**src/tft_pkg.sv**
```systemverilog
// Shared types and constants for the table formula tokenizer.
// Depends on nothing; every other file refers to it by scoped names.
package tft_pkg;

	// Scan mode of the tokenizer.
	typedef enum logic [1:0] {
		MODE_IDLE   = 2'd0,
		MODE_STRING = 2'd1,
		MODE_NUMBER = 2'd2,
		MODE_COORDS = 2'd3
	} scan_mode_t;

	// Event kinds of a result.
	localparam logic [2:0] EV_CELL       = 3'd0;
	localparam logic [2:0] EV_ROW        = 3'd1;
	localparam logic [2:0] EV_CHAR       = 3'd2;
	localparam logic [2:0] EV_END        = 3'd3;
	localparam logic [2:0] EV_SYMBOL     = 3'd4;
	localparam logic [2:0] EV_STREAM_END = 3'd5;

	// Token kinds reported with a token end.
	localparam logic [2:0] TK_STRING       = 3'd0;
	localparam logic [2:0] TK_NUMBER       = 3'd1;
	localparam logic [2:0] TK_COORDS       = 3'd2;
	localparam logic [2:0] TK_NUM_ERROR    = 3'd3;
	localparam logic [2:0] TK_UNTERMINATED = 3'd4;

	// Characters with a meaning of their own.
	localparam logic [7:0] CH_BAR     = 8'h7C;
	localparam logic [7:0] CH_NEWLINE = 8'h0A;
	localparam logic [7:0] CH_QUOTE   = 8'h22;
	localparam logic [7:0] CH_AT      = 8'h40;
	localparam logic [7:0] CH_MINUS   = 8'h2D;
	localparam logic [7:0] CH_DOT     = 8'h2E;

	// Dot count at which a number turns into an error.
	localparam logic [1:0] DOT_LIMIT = 2'd2;

	// Result queue geometry.
	localparam int unsigned QUEUE_DEPTH = 4;
	localparam int unsigned QUEUE_AW    = 2;
	localparam int unsigned QUEUE_CW    = 3;

	// Input transaction.
	typedef struct packed {
		logic [7:0] text_byte;
		logic       flush;
	} in_item_t;

	// Output transaction.
	typedef struct packed {
		logic [2:0] event_kind;
		logic [7:0] out_char;
		logic [2:0] token_kind;
		logic       last;
	} out_item_t;

	// Tokenizer state.
	typedef struct packed {
		scan_mode_t scan_mode;
		logic [1:0] dot_count;
		logic       minus_pending;
		logic       str_got;
	} tok_state_t;

	// Up to two results produced by one input item.
	typedef struct packed {
		logic [1:0] count;
		out_item_t  res0;
		out_item_t  res1;
	} step_res_t;

endpackage

```
**src/table_formula_tokenizer.sv**
```systemverilog
// A streaming tokenizer for a table language: one text byte per input transaction, and
// zero, one or two result transactions per byte (cell and row marks, token characters,
// token ends with their kind, symbols, end of stream). An input transaction is taken in
// every cycle in which the four-entry result queue holds two results or fewer; results
// leave at one per cycle while out_ready is high, the first appearing the cycle after
// its byte is accepted into an empty queue. With the combinational step logic, the rate
// is one byte per cycle while out_ready is high; two-result bytes are output-limited.
// Depends on tft_pkg, tft_step and tft_queue.
module table_formula_tokenizer (
	input  logic               clk,
	input  logic               arst_n,
	input  logic               in_valid,
	output logic               in_ready,
	input  tft_pkg::in_item_t  in_data,
	output logic               out_valid,
	input  logic               out_ready,
	output tft_pkg::out_item_t out_data
);

	tft_pkg::tok_state_t state_q;
	tft_pkg::tok_state_t state_next;
	tft_pkg::step_res_t  step_res;
	tft_pkg::step_res_t  wr;
	logic                room;
	logic                in_fire;

	assign in_ready = room;
	assign in_fire  = in_valid && in_ready;

	// Per-byte decode.
	tft_step u_step (
		.item       (in_data),
		.state      (state_q),
		.state_next (state_next),
		.results    (step_res)
	);

	// Only accepted transactions write results.
	always_comb begin
		wr = step_res;
		if (!in_fire)
			wr.count = 2'd0;
	end

	// Tokenizer state.
	always_ff @(posedge clk or negedge arst_n) begin
		if (!arst_n) begin
			state_q.scan_mode     <= tft_pkg::MODE_IDLE;
			state_q.dot_count     <= 2'd0;
			state_q.minus_pending <= 1'b0;
			state_q.str_got       <= 1'b0;
		end else if (in_fire) begin
			state_q <= state_next;
		end
	end

	// Result queue; its oldest entry drives the output.
	tft_queue u_queue (
		.clk       (clk),
		.arst_n    (arst_n),
		.wr        (wr),
		.room      (room),
		.out_valid (out_valid),
		.out_ready (out_ready),
		.out_data  (out_data)
	);

endmodule

```
**src/tft_step.sv**
```systemverilog
// Combinational step of the tokenizer: next state and results for one byte.
// Depends on tft_pkg.
module tft_step (
	input  tft_pkg::in_item_t   item,
	input  tft_pkg::tok_state_t state,
	output tft_pkg::tok_state_t state_next,
	output tft_pkg::step_res_t  results
);

	typedef struct packed {
		logic                emit;
		logic [2:0]          event_kind;
		logic [7:0]          ch;
		tft_pkg::scan_mode_t mode;
		logic                set_minus;
	} idle_res_t;

	// Handling of one byte as in idle mode.
	function automatic idle_res_t idle_classify(input logic [7:0] c);
		idle_res_t r;
		r.emit       = 1'b0;
		r.event_kind = tft_pkg::EV_CELL;
		r.ch         = 8'h00;
		r.mode       = tft_pkg::MODE_IDLE;
		r.set_minus  = 1'b0;
		if (c == tft_pkg::CH_BAR) begin
			r.emit = 1'b1;
			r.event_kind = tft_pkg::EV_CELL;
		end else if (c == tft_pkg::CH_NEWLINE) begin
			r.emit = 1'b1;
			r.event_kind = tft_pkg::EV_ROW;
		end else if (c == tft_pkg::CH_QUOTE) begin
			r.mode = tft_pkg::MODE_STRING;
		end else if (is_digit(c)) begin
			r.emit = 1'b1;
			r.event_kind = tft_pkg::EV_CHAR;
			r.ch = c;
			r.mode = tft_pkg::MODE_NUMBER;
		end else if (c == tft_pkg::CH_MINUS) begin
			r.set_minus = 1'b1;
		end else if (c == tft_pkg::CH_AT) begin
			r.emit = 1'b1;
			r.event_kind = tft_pkg::EV_CHAR;
			r.ch = c;
			r.mode = tft_pkg::MODE_COORDS;
		end else if (c == 8'h2B || c == 8'h2A || c == 8'h2F || c == 8'h28 ||
				c == 8'h29 || c == 8'h3D) begin
			r.emit = 1'b1;
			r.event_kind = tft_pkg::EV_SYMBOL;
			r.ch = c;
		end
		return r;
	endfunction

	function automatic logic is_digit(input logic [7:0] c);
		return (c >= 8'h30) && (c <= 8'h39);
	endfunction

	function automatic logic is_upper(input logic [7:0] c);
		return (c >= 8'h41) && (c <= 8'h5A);
	endfunction

	function automatic tft_pkg::out_item_t mk(input logic [2:0] ev, input logic [7:0] ch,
			input logic [2:0] tk);
		tft_pkg::out_item_t o;
		o.event_kind = ev;
		o.out_char   = ch;
		o.token_kind = tk;
		o.last       = 1'b0;
		return o;
	endfunction

	logic [7:0]         c;
	idle_res_t          idle_r;
	tft_pkg::out_item_t idle_item;
	logic [2:0]         num_kind;
	logic               first_v;
	logic               second_v;
	tft_pkg::out_item_t first_item;
	tft_pkg::out_item_t second_item;

	assign c         = item.text_byte;
	assign idle_r    = idle_classify(c);
	assign idle_item = mk(idle_r.event_kind, idle_r.ch, 3'd0);
	assign num_kind  = (state.dot_count >= tft_pkg::DOT_LIMIT) ?
			tft_pkg::TK_NUM_ERROR : tft_pkg::TK_NUMBER;

	// Next state.
	always_comb begin
		state_next = state;
		if (item.flush) begin
			state_next.scan_mode     = tft_pkg::MODE_IDLE;
			state_next.dot_count     = 2'd0;
			state_next.minus_pending = 1'b0;
			state_next.str_got       = 1'b0;
		end else if (state.minus_pending) begin
			if (is_digit(c)) begin
				state_next.minus_pending = 1'b0;
				state_next.scan_mode     = tft_pkg::MODE_NUMBER;
				state_next.dot_count     = 2'd0;
			end else begin
				state_next.minus_pending = idle_r.set_minus;
				state_next.scan_mode     = idle_r.mode;
				state_next.dot_count     = 2'd0;
				state_next.str_got       = 1'b0;
			end
		end else begin
			case (state.scan_mode)
				tft_pkg::MODE_STRING: begin
					if (c == tft_pkg::CH_QUOTE) begin
						state_next.scan_mode = tft_pkg::MODE_IDLE;
						state_next.str_got   = 1'b0;
					end else begin
						state_next.str_got = 1'b1;
					end
				end
				tft_pkg::MODE_NUMBER: begin
					if (is_digit(c) || c == tft_pkg::CH_DOT) begin
						if (c == tft_pkg::CH_DOT && state.dot_count < tft_pkg::DOT_LIMIT)
							state_next.dot_count = state.dot_count + 2'd1;
					end else begin
						state_next.dot_count     = 2'd0;
						state_next.scan_mode     = idle_r.mode;
						state_next.minus_pending = idle_r.set_minus;
						state_next.str_got       = 1'b0;
					end
				end
				tft_pkg::MODE_COORDS: begin
					if (!(is_digit(c) || is_upper(c))) begin
						state_next.dot_count     = 2'd0;
						state_next.scan_mode     = idle_r.mode;
						state_next.minus_pending = idle_r.set_minus;
						state_next.str_got       = 1'b0;
					end
				end
				default: begin
					state_next.dot_count     = 2'd0;
					state_next.scan_mode     = idle_r.mode;
					state_next.minus_pending = idle_r.set_minus;
					state_next.str_got       = 1'b0;
				end
			endcase
		end
	end

	// Results: an optional first one (closing or direct) and an optional second one.
	always_comb begin
		first_v     = 1'b0;
		second_v    = 1'b0;
		first_item  = mk(tft_pkg::EV_CELL, 8'h00, 3'd0);
		second_item = mk(tft_pkg::EV_CELL, 8'h00, 3'd0);
		if (item.flush) begin
			second_v    = 1'b1;
			second_item = mk(tft_pkg::EV_STREAM_END, 8'h00, 3'd0);
			if (state.minus_pending) begin
				first_v    = 1'b1;
				first_item = mk(tft_pkg::EV_SYMBOL, tft_pkg::CH_MINUS, 3'd0);
			end else begin
				case (state.scan_mode)
					tft_pkg::MODE_STRING: begin
						first_v    = 1'b1;
						first_item = mk(tft_pkg::EV_END, 8'h00, tft_pkg::TK_UNTERMINATED);
					end
					tft_pkg::MODE_NUMBER: begin
						first_v    = 1'b1;
						first_item = mk(tft_pkg::EV_END, 8'h00, num_kind);
					end
					tft_pkg::MODE_COORDS: begin
						first_v    = 1'b1;
						first_item = mk(tft_pkg::EV_END, 8'h00, tft_pkg::TK_COORDS);
					end
					default: begin
						first_v = 1'b0;
					end
				endcase
			end
		end else if (state.minus_pending) begin
			first_v = 1'b1;
			if (is_digit(c)) begin
				first_item  = mk(tft_pkg::EV_CHAR, tft_pkg::CH_MINUS, 3'd0);
				second_v    = 1'b1;
				second_item = mk(tft_pkg::EV_CHAR, c, 3'd0);
			end else begin
				first_item  = mk(tft_pkg::EV_SYMBOL, tft_pkg::CH_MINUS, 3'd0);
				second_v    = idle_r.emit;
				second_item = idle_item;
			end
		end else begin
			case (state.scan_mode)
				tft_pkg::MODE_STRING: begin
					if (c == tft_pkg::CH_QUOTE) begin
						first_v    = state.str_got;
						first_item = mk(tft_pkg::EV_END, 8'h00, tft_pkg::TK_STRING);
					end else begin
						first_v    = 1'b1;
						first_item = mk(tft_pkg::EV_CHAR, c, 3'd0);
					end
				end
				tft_pkg::MODE_NUMBER: begin
					first_v = 1'b1;
					if (is_digit(c) || c == tft_pkg::CH_DOT) begin
						first_item = mk(tft_pkg::EV_CHAR, c, 3'd0);
					end else begin
						first_item  = mk(tft_pkg::EV_END, 8'h00, num_kind);
						second_v    = idle_r.emit;
						second_item = idle_item;
					end
				end
				tft_pkg::MODE_COORDS: begin
					first_v = 1'b1;
					if (is_digit(c) || is_upper(c)) begin
						first_item = mk(tft_pkg::EV_CHAR, c, 3'd0);
					end else begin
						first_item  = mk(tft_pkg::EV_END, 8'h00, tft_pkg::TK_COORDS);
						second_v    = idle_r.emit;
						second_item = idle_item;
					end
				end
				default: begin
					second_v    = idle_r.emit;
					second_item = idle_item;
				end
			endcase
		end
	end

	// Pack the results to the front and mark the final one.
	always_comb begin
		results.res0 = second_item;
		results.res1 = second_item;
		results.count = {1'b0, second_v};
		if (first_v) begin
			results.res0  = first_item;
			results.count = second_v ? 2'd2 : 2'd1;
		end
		results.res0.last = (results.count == 2'd1);
		results.res1.last = 1'b1;
	end

endmodule

```
**src/tft_queue.sv**
```systemverilog
// Small result queue: takes up to two results a cycle, hands out one while out_ready is high.
// Depends on tft_pkg.
module tft_queue (
	input  logic               clk,
	input  logic               arst_n,
	input  tft_pkg::step_res_t wr,
	output logic               room,
	output logic               out_valid,
	input  logic               out_ready,
	output tft_pkg::out_item_t out_data
);

	tft_pkg::out_item_t               mem_q [tft_pkg::QUEUE_DEPTH];
	logic [tft_pkg::QUEUE_AW-1:0]     head_q;
	logic [tft_pkg::QUEUE_AW-1:0]     tail_q;
	logic [tft_pkg::QUEUE_CW-1:0]     count_q;
	logic [tft_pkg::QUEUE_AW-1:0]     tail_p1;
	logic                             pop;

	assign tail_p1   = tail_q + 1'b1;
	assign out_valid = (count_q != '0);
	assign out_data  = mem_q[head_q];
	assign pop       = out_valid && out_ready;
	// Room for the largest burst one item can cause.
	assign room      = (count_q <= tft_pkg::QUEUE_CW'(tft_pkg::QUEUE_DEPTH - 2));

	// Entry storage.
	always_ff @(posedge clk) begin
		if (wr.count != 2'd0)
			mem_q[tail_q] <= wr.res0;
		if (wr.count == 2'd2)
			mem_q[tail_p1] <= wr.res1;
	end

	// Pointers and fill count.
	always_ff @(posedge clk or negedge arst_n) begin
		if (!arst_n) begin
			head_q  <= '0;
			tail_q  <= '0;
			count_q <= '0;
		end else begin
			if (pop)
				head_q <= head_q + 1'b1;
			tail_q  <= tail_q + tft_pkg::QUEUE_AW'(wr.count);
			count_q <= count_q + tft_pkg::QUEUE_CW'(wr.count) - tft_pkg::QUEUE_CW'(pop);
		end
	end

endmodule

```
**config.mk**
```make
export PLATFORM = sky130hd
export DESIGN_NAME = table_formula_tokenizer
export DESIGN_NICKNAME = d
export VERILOG_FILES = /design/src/tft_pkg.sv /design/src/table_formula_tokenizer.sv /design/src/tft_step.sv /design/src/tft_queue.sv
export SDC_FILE = /design/constraint.sdc
export NUM_CORES = 1
export LEC_CHECK = 0
export BUFFER_PORTS_ARGS = -buffer_cell sky130_fd_sc_hd__buf_2
export CAP_MARGIN = 20
export CORE_ASPECT_RATIO = 1.1
export CORE_UTILIZATION = 28
export CTS_CLUSTER_SIZE = 40
export DETAILED_ROUTE_END_ITERATION = 12
export GPL_TIMING_DRIVEN = 1
export PLACE_DENSITY = 0.45
export SLEW_MARGIN = 5
export SYNTH_ARGS = -nofsm -noshare
export SYNTH_HDL_FRONTEND = slang
export SYNTH_SLANG_ARGS = --single-unit
```
**constraint.sdc**
```tcl
create_clock -name clk -period 8.48 [get_ports clk]
set_input_delay 1.696 -clock clk [delete_from_list [all_inputs] [get_ports clk]]
set_output_delay 1.696 -clock clk [all_outputs]
set_load 0.05 [all_outputs]
```
==> flow_metrics.py <==
metrics = {
    "sta": {
        "rsz0062_at_grt": "false",
        "period_share": 0.6389,
        "post-route-min-period_ns": 5.418,
        "finalMaxSlewViolations": 0,
        "clock-skew-final_ns": 0.01324,
        "slew_headroom": 0.4301,
        "hold_viol_final": 0,
        "setup_viol": 0,
        "tns_ns": 0,
        "fmax_ghz": 0.1846,
        "tightestPinTransition_ns": 0.8527,
    },
    "logic_synthesis": {
        "synth_cells": 425,
        "synth_ff_type": "edfxtp_1",
        "synthTopCellsByArea": "edfxtp_1 (31%), mux4_2 (7.8%), dfrtp_1 (7.5%)",
        "syn_nets": 445,
        "ys_seq_elements": 73,
        "synth_cell_types": 71,
        "ys_seq_area_frac": 0.4543,
        "synth.top_cell.area_share": 0.3052,
        "syn_area_um2": 4329,
        "yosys_warnings": 0,
        "yosys.area.top_type": "edfxtp_1",
        "syn_area_per_cell_um2": 10.19,
        "synth_most_common_cell": "edfxtp_1",
        "async_reset_ff_frac": 0.1781,
        "synthTopCellsByCount": "edfxtp_1 (44), nand2_1 (42), o21ai_0 (34), nor2_1 (29)",
        "synth_edf_count": 44,
    },
    "global_routing": {
        "grt_pass1_vias": 3470,
        "grt_max_degree": 20,
        "antenna_found_initial": 0,
        "grt_pass1_wl_um": 19790,
        "track_usage": 0.1626,
        "overflow": 0,
    },
    "power": {
        "p_int_mw": 0.9338,
        "peakVddDrop_mv": 0.08030,
        "p_seq_frac": 0.340,
        "switching_power_mw": 0.6182,
        "p_leak_nw": 1.719,
        "pwr_density_cell_nw_per_um2": 313.3,
        "p_sw_frac": 0.3983,
        "p_clk_frac": 0.279,
        "p_comb_frac": 0.381,
    },
    "setup_path": {
        "cp-start-kind": "primary input",
        "reg2reg_depth": 9,
        "cp.arrival_ns": 5.40,
        "worstSetupEndpoint": "u_queue.mem_q[1][9]",
        "endpoint_kind": "register",
        "cp_max_fo": 11,
        "r2r_slack_ns": 4.51,
        "path_class": "primary input to register",
        "reg2reg_from": "state_q[5]",
        "slowest_stage": "nor2_1",
        "required_ns": 8.46,
        "slowest_delay_ns": 0.73,
        "r2r-end": "u_queue.mem_q[1][9]",
        "critical_path.most_common_cell": "nor2_1",
        "crit_start": "in_data[3]",
        "crit_chain": "buf_2 -> or4_1 -> o221ai_2 -> and4_1 -> nor2_1 -> a21oi_1 -> ha_1 -> o211ai_1 -> nor2_1 -> nor2_1 -> inv_1",
    },
    "floorplan": {
        "core_um2": 15050,
        "num_io_pins": 30,
        "die_area_um2": 15960,
        "core.rowCount": 47,
        "start_util": 0.2876,
        "die_h_um": 132.4,
        "die_x_um": 120.6,
    },
    "final_layout": {
        "drive_gt1_frac": 0.1806,
        "syn2layout_area_growth_pct": 14.42,
        "nNetsFinal": 458,
        "antenna_cells": 0,
        "fillCellCount": 1577,
        "final_util": 0.3290,
    },
    "route": {
        "vias": 3483,
        "drt-vias-per-instance": 5.451,
        "wl_per_cell_um": 19.06,
        "drc_errors": 0,
        "postRouteAntennaNets": 0,
        "wl_um": 12180,
        "dr.first_iter.drc_count": 327,
        "drt-pass1-iter-count": 5,
    },
    "outcome": {
        "status": "complete, no violations",
    },
    "clocking": {
        "hold_buffers": 0,
        "worstSkewPairLatency_ns": 0.34,
        "tritoncts": "yes",
        "cts-resized-gates": 0,
        "numCtsBuffers": 9,
        "cts.sinks": 73,
        "root_buffer": "clkbuf_16",
        "post-cts-setup-buffer-count": 0,
        "cts_buffer_depth": 2,
        "path_clk_slew_ns": 0.06,
        "cts_max_level": 3,
    },
    "place": {
        "portBuffers": 29,
        "hpwlAfterDp_um": 9263,
        "place_congestion": 0.8377,
    },
    "job": {
        "max-cap-violations": 0,
    },
    "min_path": {
        "hold_path_class": "register to register",
    },
}
==> placed cells by master, fill, tap and decap left out, types with 13 or more instances in the layout <==
cell type / netlist / final
nor2_1: 29 / 29
o21ai_0: 34 / 34
inv_1: 21 / 21
mux4_2: 15 / 15
nand3_1: 16 / 16
a21oi_1: 21 / 21
dfrtp_1: 13 / 13
buf_2: 6 / 29
edfxtp_1: 44 / 44
dfxtp_1: 16 / 16
nand2_1: 42 / 42
==> logic make-up after synthesis <==
group           share of synthesized area
mux                               0.08555
fa+ha+maj                         0.02197
xor+xnor                          0.01214
flops                              0.4543
compound gates                     0.1879
simple gates                       0.1867
buf+inv                           0.05144
==> worst max-delay path, delay by kind of cell <==
kind	cells	cell delay (ns)
AO/OA/AOI/OAI	3	0.71
adder cells (fa/ha/maj)	1	0.34
buffers and inverters	2	0.56
AND/OR/NAND/NOR	5	2.09
==> flip-flops by register name, summed over array words and instances, names as in the netlist <==
register and count:
state_q 6, u_queue.count_q 3, u_queue.head_q 2, u_queue.mem_q 60
u_queue.tail_q 2
==> stage by stage <==
stage / setup slack, ns / hold slack (ns) / std cells / power, mW / area, um^2
4_1_cts: 3.073 / 0.4661 / 638 / 1.552 / 4926
6_report: 3.062 / 0.4667 / 639 / 1.552 / 4954
3_3_place_gp: 2.807 / 0.4428 / 622 / 1.106 / 4591
5_1_grt: 2.668 / 0.4902 / 639 / 1.638 / 4954
3_5_place_dp: 2.726 / 0.4530 / 622 / 1.114 / 4591
2_1_floorplan: 3.636 / 0.4198 / 425 / 0.9795 / 4329
==> cell type report <==
class | instances | area [um^2] | share of cell area
clock buffers | 10 | 229.0 | 0.04622
clock inverters | 6 | 106.4 | 0.02147
inverters | 21 | 78.83 | 0.01591
multi-input cells | 301 | 2140 | 0.4319
flip-flops and latches | 73 | 1967 | 0.3971
well taps | 196 | 245.2 | 0.04951
repair buffers | 32 | 187.7 | 0.03789
==> layer usage <==
layer | wire (um) | GRT usage | up-vias
met5 | 0 | 0 | -
met4 | 177 | 0.04870 | 0
met3 | 691 | 0.04052 | 15
met2 | 5553 | 0.2443 | 116
met1 | 5759 | 0.2298 | 1719
li1 | - | - | 1633
==> worst min path at each step <==
stage | startpoint | to | slack, ns | cells after the start
floorplan | u_queue.mem_q[1][1] | u_queue.mem_q[1][1] | 0.42 | 2
global placement | u_queue.mem_q[1][1] | u_queue.mem_q[1][1] | 0.44 | 2
detailed placement | u_queue.mem_q[1][1] | u_queue.mem_q[1][1] | 0.45 | 2
CTS | u_queue.mem_q[1][1] | u_queue.mem_q[1][1] | 0.47 | 2
global route | u_queue.mem_q[1][1] | u_queue.mem_q[1][1] | 0.49 | 2
finish | u_queue.mem_q[1][1] | u_queue.mem_q[1][1] | 0.47 | 2
==> power groups by stage <==
stage	clock network [mW]	registers (mW)	logic, mW
floorplan	0	0.468	0.511
global placement	0	0.549	0.557
detailed placement	0	0.550	0.564
CTS	0.444	0.543	0.564
global route	0.456	0.539	0.642
finish	0.434	0.528	0.591
Power figures use the tool's default switching activity.
